<file path="src/hw/rtl/lrci_pkg.sv">
// Shared types and constants for the left rectangle cubic integrator.
package lrci_pkg;

  localparam int unsigned MAX_INTERVALS = 65536;
  localparam int unsigned CNT_W = $clog2(MAX_INTERVALS + 1);
  localparam int unsigned REG_W = 24;
  localparam int unsigned MUL_W = 24;
  localparam int unsigned DIV_W = 25;
  localparam logic [62:0] SAT_Q48 = '1;
  localparam logic [MUL_W-1:0] REL_SCALE = MUL_W'(6553600);

  typedef enum logic [1:0] {
    REG_LOWER = 2'd0,
    REG_UPPER = 2'd1,
    REG_STEP  = 2'd2
  } cfg_reg_t;

  typedef enum logic [2:0] {
    ST_OK       = 3'd0,
    ST_NEG      = 3'd1,
    ST_EMPTY    = 3'd2,
    ST_TOO_MANY = 3'd3,
    ST_ZERO     = 3'd4
  } status_t;

  typedef enum logic [4:0] {
    S_IDLE, S_CHK, S_DIV2, S_DIV1, S_SQ, S_CLO, S_CHI, S_ACC, S_ADD,
    S_PM0, S_PM1, S_PM2, S_PM3, S_PEND, S_DIFF,
    S_NM0, S_NM1, S_NM2, S_NM3, S_NCMP, S_RDIV, S_OUT
  } state_t;

endpackage

</file>
<file path="src/hw/rtl/lrci_if.sv">
// Request and result channel interfaces.
interface lrci_req_if;
  logic valid;
  logic ready;
  logic run_request;
  modport source (output valid, output run_request, input ready);
  modport sink (input valid, input run_request, output ready);
endinterface

interface lrci_res_if;
  logic               valid;
  logic               ready;
  logic [2:0]         status;
  logic signed [63:0] integral_value;
  logic [62:0]        absolute_error;
  logic [31:0]        relative_error_percent;
  modport source (output valid, output status, output integral_value,
                  output absolute_error, output relative_error_percent, input ready);
  modport sink (input valid, input status, input integral_value,
                input absolute_error, input relative_error_percent, output ready);
endinterface

</file>
<file path="src/hw/rtl/lrci_mul.sv">
// Shared unsigned multiplier with registered product.
module lrci_mul
  import lrci_pkg::*;
(
  input  logic                 clk,
  input  logic [MUL_W-1:0]     a,
  input  logic [MUL_W-1:0]     b,
  output logic [2*MUL_W-1:0]   p
);

  always_ff @(posedge clk) begin
    p <= a * b;
  end

endmodule

</file>
<file path="src/hw/rtl/left_rectangle_cubic_integrator_top.sv">
// Left rectangle integrator of f(x) = 2x^3 - x^2 + 4x + 5, with n1 and n2 the
// full and half step interval counts: each sample costs three passes through
// the one 24x24 multiplier plus an accumulate, the interval counts come from a
// bit-serial divider and the relative error from a 32-step restoring divide.
// A bad bound or step goes from the check straight to the output, too many
// intervals after the first divide. Ready is high only while idle; one
// finished result may wait in the output register meanwhile.
module left_rectangle_cubic_integrator_top
  import lrci_pkg::*;
(
  input  logic              clk,
  input  logic              rst,
  input  logic              cfg_we,
  input  logic [1:0]        cfg_index,
  input  logic [REG_W-1:0]  cfg_data,
  lrci_req_if.sink          req,
  lrci_res_if.source        res
);

  state_t state, state_next;

  logic signed [REG_W-1:0] lo_b, up_b, step;

  logic [DIV_W-1:0] dnum, dq;
  logic [DIV_W-2:0] drem;
  logic [4:0]       dcnt;
  logic [CNT_W-1:0] n1, idx;
  logic             pass;
  logic [DIV_W-1:0] x, stride;
  logic [47:0]      sq, plo;
  logic [51:0]      fval;
  logic [71:0]      acc;
  logic [95:0]      pr;
  logic [62:0]      full, half, diff;
  logic [63:0]      rd;
  logic [31:0]      nlo, rel;
  logic [5:0]       rcnt;
  status_t          st;

  logic [MUL_W-1:0]   ma, mb;
  logic [2*MUL_W-1:0] prod;

  logic [DIV_W-1:0]  dt;
  logic              dge;
  logic [DIV_W-1:0]  dquo;
  logic [71:0]       c72;
  logic [83:0]       shv;
  logic [62:0]       satv;
  logic [64:0]       rt;
  logic              rge;
  logic [DIV_W-1:0]  hext;
  logic              out_load;

  lrci_mul u_mul (.clk(clk), .a(ma), .b(mb), .p(prod));

  assign hext = {1'b0, step};
  assign dt   = {drem, dnum[DIV_W-1]};
  assign dge  = dt >= hext;
  assign dquo = {dq[DIV_W-2:0], dge};
  assign c72  = {prod, 24'b0} + {24'b0, plo};
  assign shv  = pass ? {1'b0, pr[95:13]} : pr[95:12];
  assign satv = (|shv[83:63]) ? SAT_Q48 : shv[62:0];
  assign rt   = {rd, nlo[31]};
  assign rge  = rt >= {2'b0, half};
  assign out_load = (state == S_OUT) && (!res.valid || res.ready);

  assign req.ready = (state == S_IDLE);

  // configuration registers
  always_ff @(posedge clk) begin
    if (rst) begin
      lo_b <= -24'sd40960;
      up_b <= 24'sd40960;
      step <= 24'sd4096;
    end else if (cfg_we) begin
      case (cfg_index)
        REG_LOWER: lo_b <= cfg_data;
        REG_UPPER: up_b <= cfg_data;
        REG_STEP:  step <= cfg_data;
        default: ;
      endcase
    end
  end

  always_comb begin
    ma = '0;
    mb = '0;
    case (state)
      S_SQ:  begin ma = x[MUL_W-1:0]; mb = x[MUL_W-1:0]; end
      S_CLO: begin ma = prod[23:0];  mb = x[MUL_W-1:0]; end
      S_CHI: begin ma = sq[47:24];   mb = x[MUL_W-1:0]; end
      S_PM0: begin ma = acc[23:0];   mb = step; end
      S_PM1: begin ma = acc[47:24];  mb = step; end
      S_PM2: begin ma = acc[71:48];  mb = step; end
      S_NM0: begin ma = diff[23:0];  mb = REL_SCALE; end
      S_NM1: begin ma = diff[47:24]; mb = REL_SCALE; end
      S_NM2: begin ma = {9'b0, diff[62:48]}; mb = REL_SCALE; end
      default: ;
    endcase
  end

  always_ff @(posedge clk) begin
    if (rst) state <= S_IDLE;
    else     state <= state_next;
  end

  always_comb begin
    state_next = state;
    case (state)
      S_IDLE: if (req.valid && req.run_request) state_next = S_CHK;
      S_CHK: begin
        if (lo_b < 0 || up_b < 0 || step <= 0 || up_b <= lo_b) state_next = S_OUT;
        else state_next = S_DIV2;
      end
      S_DIV2: begin
        if (dcnt == '0) state_next = (dquo > DIV_W'(MAX_INTERVALS)) ? S_OUT : S_DIV1;
      end
      S_DIV1: if (dcnt == '0) state_next = S_SQ;
      S_SQ:  state_next = S_CLO;
      S_CLO: state_next = S_CHI;
      S_CHI: state_next = S_ACC;
      S_ACC: state_next = S_ADD;
      S_ADD: state_next = (idx == CNT_W'(1)) ? S_PM0 : S_SQ;
      S_PM0: state_next = S_PM1;
      S_PM1: state_next = S_PM2;
      S_PM2: state_next = S_PM3;
      S_PM3: state_next = S_PEND;
      S_PEND: state_next = pass ? S_DIFF : S_SQ;
      S_DIFF: state_next = (half == '0) ? S_OUT : S_NM0;
      S_NM0: state_next = S_NM1;
      S_NM1: state_next = S_NM2;
      S_NM2: state_next = S_NM3;
      S_NM3: state_next = S_NCMP;
      S_NCMP: state_next = (pr >= {1'b0, half, 32'b0}) ? S_OUT : S_RDIV;
      S_RDIV: if (rcnt == 6'd1) state_next = S_OUT;
      S_OUT: if (out_load) state_next = S_IDLE;
      default: state_next = S_IDLE;
    endcase
  end

  always_ff @(posedge clk) begin
    case (state)
      S_CHK: begin
        st   <= ST_OK;
        half <= '0;
        diff <= '0;
        rel  <= '0;
        pass <= 1'b0;
        if (lo_b < 0 || up_b < 0) st <= ST_NEG;
        else if (step <= 0 || up_b <= lo_b) st <= ST_EMPTY;
        // n2 = ceil(2*span / h)
        dnum <= DIV_W'({1'b0, up_b - lo_b, 1'b0}) + DIV_W'(step) - DIV_W'(1);
        drem <= '0;
        dq   <= '0;
        dcnt <= 5'(DIV_W - 1);
      end
      S_DIV2, S_DIV1: begin
        dnum <= {dnum[DIV_W-2:0], 1'b0};
        drem <= dge ? (DIV_W-1)'(dt - hext) : dt[DIV_W-2:0];
        dq   <= {dq[DIV_W-2:0], dge};
        dcnt <= dcnt - 5'd1;
        if (dcnt == '0 && state == S_DIV2) begin
          if (dquo > DIV_W'(MAX_INTERVALS)) begin
            st <= ST_TOO_MANY;
          end
          // n1 = ceil(span / h)
          idx  <= CNT_W'(dquo);
          dnum <= DIV_W'(up_b - lo_b) + DIV_W'(step) - DIV_W'(1);
          drem <= '0;
          dq   <= '0;
          dcnt <= 5'(DIV_W - 1);
        end
        if (state == S_DIV1) begin
          if (dcnt == '0) begin
            n1     <= idx;
            idx    <= CNT_W'(dquo);
            x      <= {lo_b, 1'b0};
            stride <= {step, 1'b0};
            acc    <= '0;
          end
        end
      end
      S_CLO: sq <= prod;
      S_CHI: plo <= prod;
      S_ACC: fval <= {2'b0, c72[71:22]} + {23'b0, x[MUL_W-1:0], 5'b0}
                     + 52'd327680 - {14'b0, sq[47:10]};
      S_ADD: begin
        acc <= acc + {20'b0, fval};
        x   <= x + stride;
        idx <= idx - CNT_W'(1);
      end
      S_PM1, S_NM1: pr <= {48'b0, prod};
      S_PM2, S_NM2: pr <= pr + {24'b0, prod, 24'b0};
      S_PM3, S_NM3: pr <= pr + {prod, 48'b0};
      S_PEND: begin
        if (pass) begin
          half <= satv;
        end else begin
          full   <= satv;
          pass   <= 1'b1;
          x      <= {lo_b, 1'b0};
          stride <= {1'b0, step};
          acc    <= '0;
          // half-step count has waited in n1
          idx    <= n1;
        end
      end
      S_DIFF: begin
        diff <= (half >= full) ? half - full : full - half;
        if (half == '0) begin
          st  <= ST_ZERO;
          rel <= (half != full) ? '1 : '0;
        end
      end
      S_NCMP: begin
        rel  <= '1;
        rd   <= pr[95:32];
        nlo  <= pr[31:0];
        rcnt <= 6'd32;
      end
      S_RDIV: begin
        rd   <= rge ? 64'(rt - {2'b0, half}) : rt[63:0];
        nlo  <= {nlo[30:0], 1'b0};
        rel  <= {rel[30:0], rge};
        rcnt <= rcnt - 6'd1;
      end
      default: ;
    endcase
  end

  // output register
  always_ff @(posedge clk) begin
    if (rst) begin
      res.valid <= 1'b0;
    end else if (out_load) begin
      res.valid <= 1'b1;
    end else if (res.ready) begin
      res.valid <= 1'b0;
    end
  end

  always_ff @(posedge clk) begin
    if (out_load) begin
      res.status                 <= st;
      res.integral_value         <= {1'b0, half};
      res.absolute_error         <= diff;
      res.relative_error_percent <= rel;
    end
  end

endmodule

</file>
<file path="src/flat_wrapper.sv">
// flat-port wrapper written by rule: the top's interface ports become plain ports
module left_rectangle_cubic_integrator_top_flat import lrci_pkg::*;
  (clk, rst, cfg_we, cfg_index, cfg_data, req_valid, req_run_request, req_ready, res_valid, res_status, res_integral_value, res_absolute_error, res_relative_error_percent, res_ready);
  lrci_req_if req_i ();
  lrci_res_if res_i ();
  input  logic clk;
  input  logic rst;
  input  logic cfg_we;
  input  logic [1:0] cfg_index;
  input  logic [REG_W-1:0] cfg_data;
  input wire logic [$bits(req_i.valid)-1:0] req_valid;
  input wire logic [$bits(req_i.run_request)-1:0] req_run_request;
  output wire logic [$bits(req_i.ready)-1:0] req_ready;
  output wire logic [$bits(res_i.valid)-1:0] res_valid;
  output wire logic [$bits(res_i.status)-1:0] res_status;
  output wire logic [$bits(res_i.integral_value)-1:0] res_integral_value;
  output wire logic [$bits(res_i.absolute_error)-1:0] res_absolute_error;
  output wire logic [$bits(res_i.relative_error_percent)-1:0] res_relative_error_percent;
  input wire logic [$bits(res_i.ready)-1:0] res_ready;
  assign req_i.valid = req_valid;
  assign req_i.run_request = req_run_request;
  assign req_ready = req_i.ready;
  assign res_valid = res_i.valid;
  assign res_status = res_i.status;
  assign res_integral_value = res_i.integral_value;
  assign res_absolute_error = res_i.absolute_error;
  assign res_relative_error_percent = res_i.relative_error_percent;
  assign res_i.ready = res_ready;
  left_rectangle_cubic_integrator_top u_core (.clk(clk), .rst(rst), .cfg_we(cfg_we), .cfg_index(cfg_index), .cfg_data(cfg_data), .req(req_i), .res(res_i));
endmodule
</file>
<file path="config.mk">
export PLATFORM = sky130hd
export DESIGN_NAME = left_rectangle_cubic_integrator_top_flat
export DESIGN_NICKNAME = d
export VERILOG_FILES = /design/src/hw/rtl/lrci_pkg.sv /design/src/hw/rtl/lrci_if.sv /design/src/hw/rtl/lrci_mul.sv /design/src/hw/rtl/left_rectangle_cubic_integrator_top.sv /design/src/flat_wrapper.sv
export SDC_FILE = /design/constraint.sdc
export NUM_CORES = 2
export LEC_CHECK = 0
export CAP_MARGIN = 20
export CORE_AREA = 2 2 497 548
export CTS_BUF_LIST = sky130_fd_sc_hd__clkbuf_2 sky130_fd_sc_hd__clkbuf_4 sky130_fd_sc_hd__clkbuf_8
export DETAILED_ROUTE_END_ITERATION = 12
export DIE_AREA = 0 0 499 550
export DONT_BUFFER_PORTS = 1
export SKIP_LAST_GASP = 1
export SYNTH_ARGS = -nofsm -noshare
export SYNTH_HDL_FRONTEND = slang
export SYNTH_SLANG_ARGS = --single-unit
export TNS_END_PERCENT = 1
</file>
<file path="constraint.sdc">
create_clock -name clk -period 12.6 [get_ports clk]
set_input_delay 3.15 -clock clk [delete_from_list [all_inputs] [get_ports clk]]
set_output_delay 3.15 -clock clk [all_outputs]
set_load 0.005 [all_outputs]
</file>
### Word-level counts from Yosys, hierarchy flattened

Index checks and enable logic that the tools add are counted.

* add/sub/neg operators: 21
* $mul: 1
* div/mod/pow operators: 0
* $lt $le $gt $ge: 9
* equal/unequal tests: 38
* shift operators: 0
* multiplexer cells: 63
* bitwise logic cells: 1
* reduce and logical (&&, ||, !) cells: 43

Operator list (number)
* $pmux W96 S3: 1
* $pmux W63 S2: 2
* $mux W72: 3
* $pmux W24 S9: 1
* $pmux W72 S3: 1
* $mux W63: 3
* $mux W25: 7
* $pmux W32 S4: 1
* $pmux W64 S2: 1
* $sub A63 B63 Y63: 2
* $pmux W5 S22: 1
* $pmux W25 S2: 2
* $add A96 B72 Y96: 1
* $add A96 B96 Y96: 1
* $ge A96 B95 Y1: 1
* $pmux W24 S2: 2
* $mux W84: 1
* $pmux W25 S3: 1
* $add A72 B48 Y72: 1
* $add A72 B52 Y72: 1
* $mux W24: 3
* $pmux W24 S3: 1
* $mux W17: 4
* $ge A65 B63 Y1: 1
* other kinds (62): 133

* register bits after elaboration: 1092
* latch bits: 0
* bits in writable memories: 0
* bits in read-only memories: 0
* input bits: 32
* logic and storage cells: 208
* memories kept: 0

### Logic depth before layout (Yosys ltp)

* word-level depth: 6
* gate-level depth with buffers: 40

### Modules after synthesis

A second synthesis with hierarchy kept.

* cells, all modules: 9891
* area total of the unflattened synthesis: 92478.7 um2

By module, submodules not included
* left_rectangle_cubic_integrator_top: times used 1, cells an instance 7678, area an instance 72592.1 um2, seq. area each 29548.3 um2
* lrci_mul: times used 1, cells an instance 2213, area an instance 19886.6 um2, seq. area each 960.9 um2

### Least setup slack after synthesis

OpenSTA, ideal clock, no wires.

* path type: input port to flip-flop
* from: in res_ready
* to: reg u_core.res.absolute_error[0] (enable)
* setup time: 702 ps
* data arrival time: 10364 ps
* slack: 1534 ps
* stages: 2
* buffers on the path: 0
* cells stage by stage: nand2b_1 > nor2b_1

* word-level cells in the longest chain between the ends: 2

Ends and longest elaborated chain
* start, declared: RTL line flat_wrapper.sv:19 `input wire logic [$bits(res_i.ready)-1:0] res_ready;`
* $logic_or A1 B1 Y1: RTL line left_rectangle_cubic_integrator_top.sv:65 `assign out_load = (state == S_OUT) && (!res.valid || res.ready);`
* $logic_and A1 B1 Y1: RTL line left_rectangle_cubic_integrator_top.sv:65
* via u_core.out_load: RTL line left_rectangle_cubic_integrator_top.sv:52 `logic out_load;`
* end signal, assigned: RTL line left_rectangle_cubic_integrator_top.sv:246 `res.absolute_error <= diff;`
* end, declared: RTL line lrci_if.sv:18 `output absolute_error, output relative_error_percent, input ready);`

The timed path passes the listed nets, and every way through them passes these cells.
A chain may end at the register's enable or synchronous reset.

### Worst setup path after layout

* from: reg u_core.state[2]
* to: reg u_core.u_mul.p[47]

* word-level cells in the longest chain between the ends: 4

Ends and longest elaborated chain
* start, declared: RTL line left_rectangle_cubic_integrator_top.sv:20 `state_t state, state_next;`
* start signal, assigned: RTL line left_rectangle_cubic_integrator_top.sv:104 `else state <= state_next;`
* $eq A5 B4 Y1, or another cell as far along: RTL line left_rectangle_cubic_integrator_top.sv:88 `case (state)`
* $reduce_or A3 Y1 (no source line)
* $pmux W24 S3: RTL line left_rectangle_cubic_integrator_top.sv:88
* $mul A24 B24 Y48 (*): RTL line lrci_mul.sv:12 `p <= a * b;`
* end signal, assigned: RTL line lrci_mul.sv:12
* end, declared: RTL line lrci_mul.sv:8 `output logic [2*MUL_W-1:0] p`

Mark *: on every way between the ends. The rest lies on a longest branch, timed or not.

==> summary.txt <==
Clock network
  • Root buffer cell: clkbuf_8
  • Post-CTS sizing: 0
  • Clock H-tree levels: 4
  • Worst-path clk slew: 0.07 ns
  • CTS tree: yes
  • Max Root-Sink Buffers: 4
  • Post CTS Setup Buffer Count: 0
  • CTS buffer count: 197
  • CTS Hold Bufs: 0
  • Worst-Skew Late Latency: 1.04 ns
  • Clk sink count: 1058

Worst setup path
  • Slowest cell on the critical path: or3_1
  • WP data arrival: 12.14 ns
  • Largest delay share family, worst path: adder cells
  • CP max stage delay: 0.84 ns
  • Startpoint types: register
  • Crit path kind: reg -> reg
  • CP required: 13.45 ns
  • CP Max Fanout: 62
  • CP Capture Type: register
  • Buf/Inv on CP: 9

Synth
  • Compound-gate portion of the synthesized area: 17.5%
  • Mapped Area: 93700 um2
  • Register area share after synthesis: 32.6%
  • Syn_nets: 11600
  • Share of synthesized registers carrying an async set or reset: 0%
  • Number of enable flip-flop cells after synthesis: 932
  • Adder-Cell Fraction of Synth Area: 22.5%
  • Count of cell types in the netlist: 88
  • Yosys reg bits: 1058
  • Largest family of logic cells by synthesized area: adder cells
  • Simple-gate portion of the synthesized area: 14.6%
  • Xor-xnor portion of the synthesized cell area: 5.11%
  • Mean Syn Cell Area: 9.16 um2
  • Post-synth top flop: edfxtp_1
  • Post-synthesis mux area share: 1.56%
  • Cells after synthesis: 10200
  • Ys Warns: 0

Finish
  • Fillers: 27000
  • Most frequent cells in the layout: nand2_1, inv_1, edfxtp_1, ha_1, a21oi_1
  • Commonest non-fill, non-tap cell in the layout: nand2_1
  • Layout area overhead: 9.45%
  • Share of cells above drive strength 1: 5.95%
  • Multi-input gate area: 57800 um2
  • FF+latch area: 30500 um2
  • Final nets: 11600
  • Final Instance Area: 103000 um2

Timing
  • Final Hold Vio Count: 0
  • RSZ-0062 raised after global routing: false
  • Fmax achieved: 88.6 MHz
  • Fin Hold WS: 0.419 ns
  • Max_slew headroom: 16.2%
  • Setup TNS: 0 ns
  • Worst Tran Pin Value: 1.26 ns
  • Worst clock skew: 0.137 ns
  • Final setup viols: 0
  • Slew Limit Fails: 0
  • Fin crit share: 89.6%
  • Final min period: 11.29 ns

Worst hold path
  • Min-Delay Path Class: reg -> reg

Global route
  • First-pass GRT wire length: 539 mm
  • Initial antenna violation count: 28
  • Met1 Use GR: 32.3%
  • GR Layer Usage met2: 43.2%
  • Met3 Usage GRT: 4.54%
  • Most Used Layer, Global Route: met2
  • Largest net degree at the start of global routing: 159
  • Gr ovfl total: 0
  • Number of global-route vias before repair: 78600
  • Total global-route track usage: 26.6%

Die
  • Die Y-Extent: 550 um
  • I/O pin cnt: 196
  • Die width: 499 um
  • # rows: 200
  • Core Footprint: 269000 um2
  • Initial Utilization: 34.8%
  • Die ar.: 274000 um2

Power
  • Worst IR Drop VDD: 0.142 mV
  • Leakage: 44.1 nW
  • Power Dens Cells: 184 nW/um2

Route
  • DRC Markers: 0
  • First-pass DRT Iterations: 8
  • 1st-iter DRT viols: 7490
  • Via density: 5.72
  • Wire per inst: 27.0 um
  • Via count: 79500
  • Total detailed-routing wirelength: 376 mm
  • Number of routed nets with antenna violations: 0

Place
  • Post-DP HPWL: 296 mm
  • Buffers on Ports: 0
  • GPL Wtd Cong: 0.987
  • Placed instance area: 98300 um2

Run
  • Max Cap Viol: 0

Run status
  • Status: finished, final reports clean
area by class of cell:
type,count,share of cell area (%)
antenna,14,0.0342
timing repair buffer,182,1.40
inverter,1113,4.07
tap,3535,4.31
clock inverter,96,0.964
clock buffer,250,3.09
sequential,1058,29.8
multi-input combinational,7653,56.4
cell families after synthesis:
group | after synthesis
compound gates | 2606
xor+xnor | 547
fa+ha+maj | 1374
buf+inv | 1520
flops | 1058
mux | 145
other cells | 1
simple gates | 2980
where the power goes:
| part | switching, mW | internal, mW |
|---|---|---|
| Clock | 1.66 | 2.07 |
| Combinational | 6.25 | 3.36 |
| Sequential | 0.850 | 4.70 |
worst paths after layout:
kind                   startpoint                   end  slack, ns  cells after the start
hold / removal       u_core.st[2]  u_core.res.status[2]       0.42                      0
hold reg to reg      u_core.st[2]  u_core.res.status[2]       0.42                      0
setup reg to reg  u_core.state[2]    u_core.u_mul.p[47]       1.31                     37
setup / recovery  u_core.state[2]    u_core.u_mul.p[47]       1.31                     37
synth_stat cells (72+ instances only):
cell type / instances / area [um2]
nor2_1: 709 / 2660
nand2b_1: 101 / 632
a31oi_1: 80 / 500
mux2i_1: 135 / 1350
o21bai_1: 124 / 931
nand3_1: 165 / 826
o21a_1: 89 / 668
fa_1: 520 / 10400
and3_1: 123 / 769
xnor2_1: 348 / 3050
nor2b_1: 96 / 601
nand4_1: 118 / 738
edfxtp_1: 932 / 28000
inv_1: 1112 / 4170
clkbuf_1: 378 / 1420
dfxtp_1: 126 / 2520
o21ai_0: 534 / 2670
ha_1: 854 / 10700
nor3_1: 148 / 741
a22oi_1: 77 / 578
a211oi_1: 72 / 541
a21oi_1: 840 / 4200
nand2_1: 1189 / 4460
a21o_1: 345 / 2590
nor4_1: 74 / 463
xor2_1: 199 / 1740
metrics by stage:
stage | util, % | setup WS (ns) | std cells | power (mW)
after global routing | 38.1 | 0.830 | 13900 | 19.9
after detailed placement | 36.5 | 1.61 | 13500 | 15.0
after global placement | 36.5 | 1.80 | 13500 | 14.9
after CTS | 38.1 | 1.50 | 13900 | 18.7
final | 38.1 | 1.31 | 13900 | 18.9
after floorplan | - | 1.53 | 10200 | 11.4
worst register-to-register path, delay by kind of cell (launching register included):
family / cells / cell delay [ns]
compound gates: 11 / 2.49
mux: 1 / 0.26
fa+ha+maj: 8 / 3.95
flops: 1 / 0.75
simple gates: 8 / 2.44
buf+inv: 9 / 1.21
registers in the layout, indices dropped and copies added, names as in the netlist, 63 cells and up:
signal                     flops
u_core.pr                     96
u_core.acc                    72
u_core.rd                     64
u_core.diff                   63
u_core.full                   63
u_core.half                   63
u_core.res.absolute_error     63
u_core.res.integral_value     63
metal layers:
layer  vias to the layer above  wire length, um  part of all wire, %
li1                      35900                -                    -
met1                     39300           146000                   39
met2                      3337           173000                   46
met3                      1000            27600                  7.3
met4                        18            29100                  7.7
met5                         -              126                0.034
Note: power is estimated with default switching activity, not from simulation.
